==> config.mk <==
export PLATFORM = sky130hd
export DESIGN_NAME = positional_list_store
export DESIGN_NICKNAME = d
export VERILOG_FILES = /design/src/rtl/pls_pkg.sv /design/src/rtl/positional_list_store.sv /design/src/rtl/pls_ram.sv
export SDC_FILE = /design/constraint.sdc
export NUM_CORES = 2
export LEC_CHECK = 0
export BUFFER_PORTS_ARGS = -buffer_cell sky130_fd_sc_hd__clkbuf_2
export CORE_MARGIN = 2
export CORE_UTILIZATION = 45
export CTS_BUF_LIST = sky130_fd_sc_hd__clkbuf_8
export CTS_CLUSTER_SIZE = 16
export DETAILED_ROUTE_END_ITERATION = 8
export GPL_TIMING_DRIVEN = 0
export HOLD_SLACK_MARGIN = 0.05
export MAX_ROUTING_LAYER = met4
export PLACE_DENSITY = 0.68
export SYNTH_ARGS = -nofsm -noshare
export SYNTH_HDL_FRONTEND = slang
export SYNTH_SLANG_ARGS = --single-unit
==> constraint.sdc <==
create_clock -name i_clk -period 10.2 [get_ports i_clk]
set_input_delay 0 -clock i_clk [delete_from_list [all_inputs] [get_ports i_clk]]
set_output_delay 0 -clock i_clk [all_outputs]
set_load 0.01 [all_outputs]
==> src/rtl/pls_pkg.sv <==
// Package for the positional list store: operation codes, sequencer states, constants.
`default_nettype none
package pls_pkg;

    typedef enum logic [1:0] {
        OP_INSERT = 2'd0,
        OP_DELETE = 2'd1,
        OP_READ   = 2'd2,
        OP_CHANGE = 2'd3
    } t_op;

    typedef enum logic [4:0] {
        S_IDLE = 5'b00001,
        S_RD   = 5'b00010,
        S_WR   = 5'b00100,
        S_PUT  = 5'b01000,
        S_FIN  = 5'b10000
    } t_state;

    localparam logic signed [31:0] READ_ERROR_VALUE = -32'sd9999;
    localparam logic [6:0]         LIMIT_RESET      = 7'd64;
    localparam logic               REG_LIMIT        = 1'b0;

endpackage
`default_nettype wire

==> src/rtl/positional_list_store.sv <==
// Top level of the positional list store: request sequencer, entry RAM and APB register.
`default_nettype none
// Ordered list of signed 32-bit entries held in one RAM with a single write port and a
// single registered read port. A request is taken when start is high and busy is low; its
// result appears for exactly one cycle with o_valid high and cannot be held off. Every
// entry move during insert or delete goes through the one RAM port pair as a read in S_RD
// followed by a write in S_WR, and the result strobes in the same cycle as busy falls. A
// rejected request never raises busy and strobes its result in the cycle after the
// transfer. Entry storage needs no clearing after reset: only positions below the count
// are ever read. The capacity_limit register sits at byte address 0; values above
// CAPACITY act as CAPACITY.
module positional_list_store #(
    parameter int CAPACITY = 64
) (
    input  wire logic               i_clk,
    input  wire logic               i_rst_n,
    // request channel
    input  wire logic               start,
    output logic                    busy,
    input  wire logic [1:0]         i_op,
    input  wire logic [5:0]         i_position,
    input  wire logic signed [31:0] i_value,
    // result channel
    output logic                    o_valid,
    output logic signed [31:0]      o_read_value,
    output logic                    o_error,
    output logic [6:0]              o_entry_count,
    // configuration port
    input  wire logic               psel,
    input  wire logic               penable,
    input  wire logic               pwrite,
    input  wire logic [2:0]         paddr,
    input  wire logic [31:0]        pwdata,
    output logic [31:0]             prdata,
    output logic                    pready
);

    localparam int AW   = $clog2(CAPACITY);
    localparam int CW   = $clog2(CAPACITY + 1);
    localparam int CMPW = (CW > 7) ? CW : 7;

    // sequencer and list state
    pls_pkg::t_state   r_state, n_state;
    pls_pkg::t_op      r_op, n_op;
    logic [AW-1:0]     r_pos, n_pos;
    logic [AW-1:0]     r_idx, n_idx;
    logic signed [31:0] r_val, n_val;
    logic [CW-1:0]     r_count, n_count;
    logic [6:0]        r_limit;

    // result register
    logic               r_valid, n_valid;
    logic signed [31:0] r_read_value, n_read_value;
    logic               r_error, n_error;
    logic [6:0]         r_out_count, n_out_count;

    // RAM port signals
    logic              w_we;
    logic [AW-1:0]     w_waddr;
    logic [31:0]       w_wdata;
    logic [AW-1:0]     w_raddr;
    logic [31:0]       w_rdata;

    // request checks
    logic [CMPW-1:0]   w_pos_x;
    logic [CMPW-1:0]   w_cnt_x;
    logic [CMPW-1:0]   w_lim_x;
    logic [CMPW-1:0]   w_cap_x;
    logic              w_accept;
    logic              w_ins_bad;
    logic              w_oth_bad;
    logic              w_bad;
    logic [CMPW-1:0]   w_idx_x;

    logic              w_cfg_write;

    assign pready      = 1'b1;
    assign w_cfg_write = psel && penable && pwrite && pready;
    assign prdata      = (paddr[2] == pls_pkg::REG_LIMIT) ? {25'd0, r_limit} : 32'd0;

    // effective limit is the smaller of the register and the storage depth
    assign w_cap_x = CMPW'(CAPACITY);
    assign w_lim_x = (CMPW'(r_limit) > w_cap_x) ? w_cap_x : CMPW'(r_limit);
    assign w_pos_x = CMPW'(i_position);
    assign w_cnt_x = CMPW'(r_count);

    assign busy      = (r_state != pls_pkg::S_IDLE);
    assign w_accept  = start && !busy;
    assign w_ins_bad = (w_pos_x >= w_lim_x) || (w_cnt_x >= w_lim_x) || (w_pos_x > w_cnt_x);
    assign w_oth_bad = (w_pos_x >= w_cnt_x);
    assign w_bad     = (pls_pkg::t_op'(i_op) == pls_pkg::OP_INSERT) ? w_ins_bad : w_oth_bad;
    assign w_idx_x   = CMPW'(r_idx);

    pls_ram #(
        .WIDTH (32),
        .DEPTH (CAPACITY)
    ) u_ram (
        .i_clk   (i_clk),
        .i_we    (w_we),
        .i_waddr (w_waddr),
        .i_wdata (w_wdata),
        .i_raddr (w_raddr),
        .o_rdata (w_rdata)
    );

    // RAM port steering: read the neighbor in S_RD, write it one slot over in S_WR
    always_comb begin
        w_we    = 1'b0;
        w_waddr = r_idx;
        w_wdata = w_rdata;
        w_raddr = r_idx;
        unique case (r_state)
            pls_pkg::S_RD: begin
                if (r_op == pls_pkg::OP_INSERT) begin
                    w_raddr = r_idx - AW'(1);
                end else if (r_op == pls_pkg::OP_DELETE) begin
                    w_raddr = r_idx + AW'(1);
                end
            end
            pls_pkg::S_WR: begin
                w_we = (r_op == pls_pkg::OP_INSERT) || (r_op == pls_pkg::OP_DELETE);
            end
            pls_pkg::S_PUT: begin
                w_we    = 1'b1;
                w_waddr = r_pos;
                w_wdata = r_val;
            end
            pls_pkg::S_IDLE, pls_pkg::S_FIN: begin
                w_we = 1'b0;
            end
            default: begin
                w_we = 1'b0;
            end
        endcase
    end

    // sequencer
    always_comb begin
        n_state      = r_state;
        n_op         = r_op;
        n_pos        = r_pos;
        n_idx        = r_idx;
        n_val        = r_val;
        n_count      = r_count;
        n_valid      = 1'b0;
        n_read_value = r_read_value;
        n_error      = r_error;
        n_out_count  = r_out_count;
        unique case (r_state)
            pls_pkg::S_IDLE: begin
                if (w_accept) begin
                    n_op  = pls_pkg::t_op'(i_op);
                    n_pos = w_pos_x[AW-1:0];
                    n_val = i_value;
                    if (w_bad) begin
                        // reject: list untouched, result goes out next cycle
                        n_valid      = 1'b1;
                        n_error      = 1'b1;
                        n_out_count  = w_cnt_x[6:0];
                        n_read_value = (pls_pkg::t_op'(i_op) == pls_pkg::OP_READ)
                                     ? pls_pkg::READ_ERROR_VALUE : 32'sd0;
                    end else begin
                        unique case (pls_pkg::t_op'(i_op))
                            pls_pkg::OP_INSERT: begin
                                // start at the append slot and walk down to position
                                n_idx   = w_cnt_x[AW-1:0];
                                n_state = (w_cnt_x > w_pos_x) ? pls_pkg::S_RD
                                                              : pls_pkg::S_PUT;
                            end
                            pls_pkg::OP_DELETE: begin
                                n_idx   = w_pos_x[AW-1:0];
                                n_state = ((w_pos_x + CMPW'(1)) < w_cnt_x) ? pls_pkg::S_RD
                                                                           : pls_pkg::S_FIN;
                            end
                            pls_pkg::OP_READ: begin
                                n_idx   = w_pos_x[AW-1:0];
                                n_state = pls_pkg::S_RD;
                            end
                            pls_pkg::OP_CHANGE: begin
                                n_state = pls_pkg::S_PUT;
                            end
                            default: begin
                                n_state = pls_pkg::S_IDLE;
                            end
                        endcase
                    end
                end
            end
            pls_pkg::S_RD: begin
                n_state = pls_pkg::S_WR;
            end
            pls_pkg::S_WR: begin
                if (r_op == pls_pkg::OP_INSERT) begin
                    n_idx   = r_idx - AW'(1);
                    n_state = ((w_idx_x - CMPW'(1)) > CMPW'(r_pos)) ? pls_pkg::S_RD
                                                                    : pls_pkg::S_PUT;
                end else if (r_op == pls_pkg::OP_DELETE) begin
                    n_idx   = r_idx + AW'(1);
                    n_state = ((w_idx_x + CMPW'(2)) < w_cnt_x) ? pls_pkg::S_RD
                                                               : pls_pkg::S_FIN;
                end else begin
                    // read: hand out the fetched entry
                    n_state      = pls_pkg::S_IDLE;
                    n_valid      = 1'b1;
                    n_error      = 1'b0;
                    n_read_value = w_rdata;
                    n_out_count  = w_cnt_x[6:0];
                end
            end
            pls_pkg::S_PUT: begin
                n_state      = pls_pkg::S_IDLE;
                n_valid      = 1'b1;
                n_error      = 1'b0;
                n_read_value = 32'sd0;
                if (r_op == pls_pkg::OP_INSERT) begin
                    n_count     = r_count + CW'(1);
                    n_out_count = 7'(w_cnt_x + CMPW'(1));
                end else begin
                    n_out_count = w_cnt_x[6:0];
                end
            end
            pls_pkg::S_FIN: begin
                // drop the last entry
                n_state      = pls_pkg::S_IDLE;
                n_valid      = 1'b1;
                n_error      = 1'b0;
                n_read_value = 32'sd0;
                n_count      = r_count - CW'(1);
                n_out_count  = 7'(w_cnt_x - CMPW'(1));
            end
            default: begin
                n_state = pls_pkg::S_IDLE;
            end
        endcase
    end

    always_ff @(posedge i_clk) begin
        if (!i_rst_n) begin
            r_state <= pls_pkg::S_IDLE;
            r_count <= '0;
            r_valid <= 1'b0;
            r_limit <= pls_pkg::LIMIT_RESET;
        end else begin
            r_state <= n_state;
            r_count <= n_count;
            r_valid <= n_valid;
            if (w_cfg_write && (paddr[2] == pls_pkg::REG_LIMIT)) begin
                r_limit <= pwdata[6:0];
            end
        end
    end

    // payload: no reset needed
    always_ff @(posedge i_clk) begin
        r_op         <= n_op;
        r_pos        <= n_pos;
        r_idx        <= n_idx;
        r_val        <= n_val;
        r_read_value <= n_read_value;
        r_error      <= n_error;
        r_out_count  <= n_out_count;
    end

    assign o_valid       = r_valid;
    assign o_read_value  = r_read_value;
    assign o_error       = r_error;
    assign o_entry_count = r_out_count;

    // a finished request always strobes its result as busy drops
    a_done_strobes: assert property (@(posedge i_clk) disable iff (!i_rst_n)
        $fell(busy) |-> o_valid)
        else $error("busy fell without a result strobe");

    // the count never exceeds the storage depth
    a_count_bound: assert property (@(posedge i_clk) disable iff (!i_rst_n)
        r_count <= CW'(CAPACITY))
        else $error("entry count exceeds capacity");

    // a rejected request leaves the count alone
    a_error_keeps_count: assert property (@(posedge i_clk) disable iff (!i_rst_n)
        (o_valid && o_error) |-> (r_count == $past(r_count)))
        else $error("rejected request changed the count");

    // the RAM is written only while a request is in progress
    a_write_when_busy: assert property (@(posedge i_clk) disable iff (!i_rst_n)
        w_we |-> busy)
        else $error("RAM write outside a request");

endmodule
`default_nettype wire

==> src/rtl/pls_ram.sv <==
// Generic single-write, single-read RAM with registered read data.
`default_nettype none
module pls_ram #(
    parameter int WIDTH = 32,
    parameter int DEPTH = 64
) (
    input  wire logic                     i_clk,
    input  wire logic                     i_we,
    input  wire logic [$clog2(DEPTH)-1:0] i_waddr,
    input  wire logic [WIDTH-1:0]         i_wdata,
    input  wire logic [$clog2(DEPTH)-1:0] i_raddr,
    output logic      [WIDTH-1:0]         o_rdata
);

    logic [WIDTH-1:0] r_mem [DEPTH];

    always_ff @(posedge i_clk) begin
        if (i_we) begin
            r_mem[i_waddr] <= i_wdata;
        end
        o_rdata <= r_mem[i_raddr];
    end

endmodule
`default_nettype wire

## Word level (Yosys, flattened, before mapping)

Memories as Yosys holds them, arrays and structs flattened. A register that Yosys moved wholly into a read port is not among the register bits.
Cells that the tools add are included.

- Bits in registers: 106
- Memory bits (writable): 2048
- Output and inout bits: 75
- Logic and storage cells: 114
- Memories kept: 1

Memories:

| name | words | bits a word | read ports | clocked after Yosys merged registers in | wr ports | line | text |
|---|---|---|---|---|---|---|---|
| u_ram.r_mem | 64 | 32 | 1 | 1 | 1 | pls_ram.sv:15 | `logic [WIDTH-1:0] r_mem [DEPTH];` |

- $add $sub $neg: 7
- Order comparisons: 9
- Equal/unequal tests: 16
- Muxes and demuxes: 48
- Bitwise operators: 1
- Reduce and logical (&&, ||, !) cells: 21

Operator list:

| cell | number |
|---|---|
| two-way mux 32 bit | 6 |
| one-hot mux 32 bit (3 select lines) | 1 |
| two-way mux 7 bit | 7 |
| two-way mux 6 bit | 6 |
| two-way mux 5 bit | 6 |
| one-hot mux 7 bit (4 select lines) | 1 |
| one-hot mux 6 bit (2 select lines) | 2 |
| one-hot mux 5 bit (4 select lines) | 1 |
| one-hot mux 5 bit (3 select lines) | 1 |
| >= comparator 6 x 7 -> 1 bit | 2 |
| greater-than comparator 7 x 6 -> 1 bit | 2 |
| less-than comparator 7 bit | 2 |
| one-hot mux 7 bit (2 select lines) | 1 |
| two-way mux 1 bit | 11 |
| != test 2 bit (second input constant) | 5 |
| AND reduction 5 bit | 2 |
| two-way mux 4 bit | 2 |
| adder 6 x 1 -> 7 bit (second input constant) | 1 |
| adder 6 x 2 -> 7 bit (second input constant) | 1 |
| adder 7 x 1 -> 7 bit (second input constant) | 1 |
| >= comparator 7 bit | 1 |
| greater-than comparator 6 x 7 -> 1 bit | 1 |
| greater-than comparator 7 bit (second input constant) | 1 |
| subtractor 6 x 1 -> 7 bit (second input constant) | 1 |
| 25 further kinds | 37 |

## Depth between registers and ports, before layout

- Word-level depth: 9
- Gate-level depth with buffers: 16
- Mapped depth without buffers: 12

## By module

From an unflattened synthesis, not the netlist that was laid out.

- Cell total of the unflattened synthesis: 3940
- Area, all modules: 84723.8 µm²

Modules (own cells, without submodules):

| module | instances | cells each | area each (µm²) | seq. area each (µm²) |
|---|---|---|---|---|
| pls_ram | 1 | 3324 | 78515.3 | 62139.6 |
| positional_list_store | 1 | 616 | 6208.5 | 2982.9 |

## Worst setup path after synthesis

OpenSTA, ideal clock, no wires.

- Kind: reg2reg
- Start point: register r_state[4]
- End point: memory u_ram.r_mem[63][0] (enable)
- Library setup time: 0.421 ns
- Data arrival time: 3.042 ns
- Required time: 9.779 ns
- Setup slack: 6.736 ns
- Stages on the path, launching flop included: 9
- Clock period less this slack: 3.464 ns
- Path through: dfxtp_1 -> nor3_1 -> and3b_1 -> clkbuf_1 -> clkbuf_1 -> nand3_1 -> o21ai_0 -> nand2_1 -> nor2_1

- Longest elaborated chain between the ends: 4
- Elaborated cells between the ends (all ways): 6
- Classes of those cells: eq/ne: 2; mux: 4

RTL lines:

| element | line | text |
|---|---|---|
| from (decl) | positional_list_store.sv:43 | `pls_pkg::t_state r_state, n_state;` |
| from (signal assigned) | positional_list_store.sv:239 | `r_state <= pls_pkg::S_IDLE;` |
| from (signal assigned) | positional_list_store.sv:244 | `r_state <= n_state;` |
| == test 5 x 4 -> 1 bit or == test 5 x 3 -> 1 bit (tied branches) | positional_list_store.sv:112 | `unique case (r_state)` |
| one-hot mux 1 bit (2 select lines) | positional_list_store.sv:112 |  |
| two-way mux 1 bit | pls_ram.sv:18 | `if (i_we) begin` |
| two-way mux 1 bit (not written as such) | pls_ram.sv:19 | `r_mem[i_waddr] <= i_wdata;` |
| to (decl) | pls_ram.sv:15 |  |

Several ways; a longest one is shown, not always the timed one.

## Worst setup path in the final report

- Start point: register r_idx[1]
- End point: register u_ram.o_rdata[16] (read register of u_ram.r_mem)

- Longest elaborated chain between the ends: 4
- Elaborated cells between the ends (all ways): 5
- Classes of those cells: add/sub: 2; mux: 3

RTL lines:

| element | line | text |
|---|---|---|
| from (decl) | positional_list_store.sv:46 | `logic [AW-1:0] r_idx, n_idx;` |
| from (signal assigned) | positional_list_store.sv:257 | `r_idx <= n_idx;` |
| adder 6 x 1 -> 6 bit | positional_list_store.sv:117 | `w_raddr = r_idx + AW'(1);` |
| two-way mux 6 bit (2 in series) | -- |  |
| two-way mux 6 bit (*) | positional_list_store.sv:112 |  |
| to (decl) | pls_ram.sv:12 | `output logic [WIDTH-1:0] o_rdata` |

Every way passes the cells marked *; elsewhere a longest branch is shown, timed or not.
A chain may end at the register's enable or synchronous reset.

==> results.yml <==
clock_network:
  clock_latency_ns: 1.08
  clockBufferDepth: 4
  cts_tree: "done"
  h-tree-depth: 5
  clk_pin_slew_ns: 0.06
  cts_root_buf: "clkbuf_8"
  numCtsBuffers: 359
  cts_sinks: 2186
routing:
  dr.pass1.iters: 6
  drt_wl_total_mm: 277
  via_count: 57300
  routedWlPerCell_um: 28.9
  drt_first_iter_violations: 9143
  drc: 0
  vias_per_cell: 5.95
  ant_nets: 0
placed_design:
  pre_cts_ws_ns: 4.35
  gp_congestion: 1.00
  port_buffers: 102
  dpl.hpwl_mm: 187
worst_hold_path:
  hold_end: "r_state[4]"
  whs_path_depth: 6
  hold_path.startpoint: "i_op[1]"
  hold_path_class: "input port to register"
die:
  initial_core_util_pct: 45.3
  dieArea_um2: 195000
  die_height_um: 441
  rows: 160
  core_area_um2: 190000
  dieWidth_um: 441
  io_pins: 156
critical_path:
  cp_common_cell: "mux2i_1"
  crit_arrival_ns: 7.15
  crit_fanout: 10
  reg2reg_to: "u_ram.o_rdata[16]"
  slowest_stage: "a31oi_1"
  cp_data_required_time_ns: 11.16
  cpPeakStageDelay_ns: 1.03
  ff2ff_path_depth: 12
  path_class: "register to register"
  start_kind: "register"
  r2r-start: "r_idx[1]"
  crit_chain: "inv_1 > ha_1 > mux2i_1 > nor4b_1 > mux2i_1 > o21ai_1 > buf_2 > buf_1 > a32oi_1 > a31oi_1 > nor2_1 > and4b_1"
  crit_path_end_kind: "register"
  crit_buf_inv: 3
  r2r_slack_ns: 4.01
  cp_top_family: "compound AO/OA/AOI/OAI gates"
power:
  peakVddDrop_v: 0.000157
  power_density_nw_per_um2: 168
  static-leakage-power_uw: 0.0339
sta:
  drv_slew: 0
  fmaxAchievable_mhz: 162
  worst_slew_pin_slew_ns: 1.41
  hold_viol: 0
  finalSetupTns_ns: 0
  min_period_ns: 6.19
  finalCritPeriodShare_pct: 60.7
  slew-limit-headroom_pct: 6.26
  layout_setup_ws_ns: 4.01
  rsz0062_at_grt: "no"
  fin_skew_ns: 0.0960
  setup_violations: 0
global_route:
  antenna_found_initial: 23
  grtUsageTotal_pct: 28.8
  grt_pass1_vias: 54400
  grt_max_degree: 65
  grt_pass1_wl_mm: 386
  overflow: 0
synth:
  async_reset_ff_share_pct: 0
  yosysTopAreaCell: "edfxtp_1"
  synth.top_cell.area_share_pct: 74.4
  postSynthCellCount: 6136
  synth-edff-count: 2134
  yosysMostFrequentCell: "edfxtp_1"
  ys_seq_area_share_pct: 75.6
  synthTopCellsByCount: "edfxtp_1, nand2_1, nand3_1, mux2i_1, a32oi_1"
  synth_cell_type_count: 61
  yosys-top-cells-area: "edfxtp_1, nand2_1, mux2i_1"
  ys_warn_count: 0
  ys.flop_type: "edfxtp_1"
  syn-cell-area_um2: 86100
  synth_seq_cells: 2186
  avgSynthCellArea_um2: 14.0
cells_and_area:
  fin_nets: 6961
  area_growth_pct: 16.2
  drive_gt1_share_pct: 12.6
job:
  cap_violations: 0
status:
  status: "finished, final reports clean"
-- timing repair --
| item | 4_1_cts | 5_1_grt |
|---|---|---|
| hold endpoints to repair | 157 | 0 |
| gates resized for setup | 0 | 0 |
| hold buffers | 114 | 0 |
| setup buffers | 0 | 0 |
-- flip-flops by register name (all words and copies together), names as in the netlist --
register / flops
r_val: 32
r_idx: 6
o_valid: 1
r_state: 5
o_error: 1
u_ram.o_rdata: 32
r_limit: 7
o_entry_count: 7
r_count: 7
r_pos: 6
u_ram.r_mem: 2048
r_op: 2
o_read_value: 32
-- power by group --
part	internal (uW)	total (uW)	switching [uW]
Clock	3500	6920	3420
Sequential	9730	9740	8.99
Combinational	67.6	144	75.9
-- per-layer routing --
metal / vias to the layer above / wire, um / GRT usage, %
met5: - / 0 / -
met4: 0 / 15700 / 15.2
met1: 28400 / 103000 / 36.8
li1: 24300 / - / -
met2: 4005 / 124000 / 42.2
met3: 601 / 34700 / 7.82
-- worst reg2reg max path, stage by stage, from the launching register on --
cell	delay [ns]
edfxtp_1	0.59
inv_1	0.27
ha_1	0.31
mux2i_1	0.40
nor4b_1	0.43
mux2i_1	0.19
o21ai_1	0.54
buf_2	0.75
buf_1	0.72
a32oi_1	0.24
a31oi_1	1.03
nor2_1	0.34
and4b_1	0.31
-- cell families after synthesis --
kind of cell	count (synthesis)	synth area share, %
XOR/XNOR	29	0.317
other	2	0.00872
buffers and inverters	422	2.24
AND/OR/NAND/NOR	2575	12.7
multiplexers	274	3.19
adder cells (fa/ha/maj)	52	0.756
flip-flops	2186	75.6
AO/OA/AOI/OAI	596	5.16
-- worst max-delay path by stage --
stage	from	to	cells past startpoint
floorplan	r_state[4]	u_ram.r_mem[63][0]	8
global placement	r_state[4]	u_ram.r_mem[54][2]	8
detailed placement	r_idx[0]	u_ram.o_rdata[15]	15
CTS	r_idx[0]	u_ram.o_rdata[15]	15
global route	r_idx[0]	u_ram.o_rdata[17]	14
finish	r_idx[1]	u_ram.o_rdata[16]	12
-- cell usage in the layout, fill, tap and decap left out, types with 26 or more instances in the layout --
| master | Yosys | final |
|---|---|---|
| inv_1 | 29 | 157 |
| dlygate4sd3_1 | 0 | 114 |
| buf_12 | 0 | 55 |
| a32oi_1 | 255 | 255 |
| a31oi_1 | 192 | 192 |
| nand2_1 | 1684 | 1652 |
| buf_16 | 0 | 35 |
| and3_1 | 67 | 67 |
| o22ai_1 | 34 | 34 |
| ha_1 | 52 | 52 |
| conb_1 | 2 | 26 |
| buf_4 | 53 | 54 |
| buf_2 | 117 | 117 |
| o21ai_0 | 27 | 27 |
| clkbuf_2 | 0 | 103 |
| edfxtp_1 | 2134 | 2134 |
| mux2i_1 | 272 | 272 |
| nand3_1 | 534 | 534 |
| clkinv_2 | 0 | 29 |
| and4b_1 | 31 | 31 |
| nor2_4 | 0 | 64 |
| buf_1 | 40 | 40 |
| nor2_1 | 174 | 110 |
| clkbuf_8 | 0 | 378 |
| a21o_1 | 36 | 36 |
| dfxtp_1 | 52 | 52 |
| clkinv_1 | 2 | 76 |
| clkbuf_1 | 181 | 180 |
-- layout make-up --
type | instances | area, um2
clock inverter | 242 | 1070
timing repair buffer | 307 | 3720
multi-input combinational | 3552 | 19800
clock buffer | 378 | 5200
inverter | 31 | 116
fill | 15400 | 90100
sequential | 2186 | 65100
antenna | 19 | 47.5
tap | 2511 | 3140
buffer | 391 | 1810
-- metrics by stage --
stage	hold WS (ns)	power, uW	instances	util, %	instance area, um2
after detailed placement	0.179	10000	8863	48.7	92600
after global routing	0.148	17200	9611	52.6	100000
final	0.122	16800	9617	52.6	100000
after CTS	0.0515	16800	9597	52.6	100000
after floorplan	0.0429	9980	6160	-	86200
after global placement	0.179	10000	8773	47.2	89800
(Power assumes the default switching activity.)
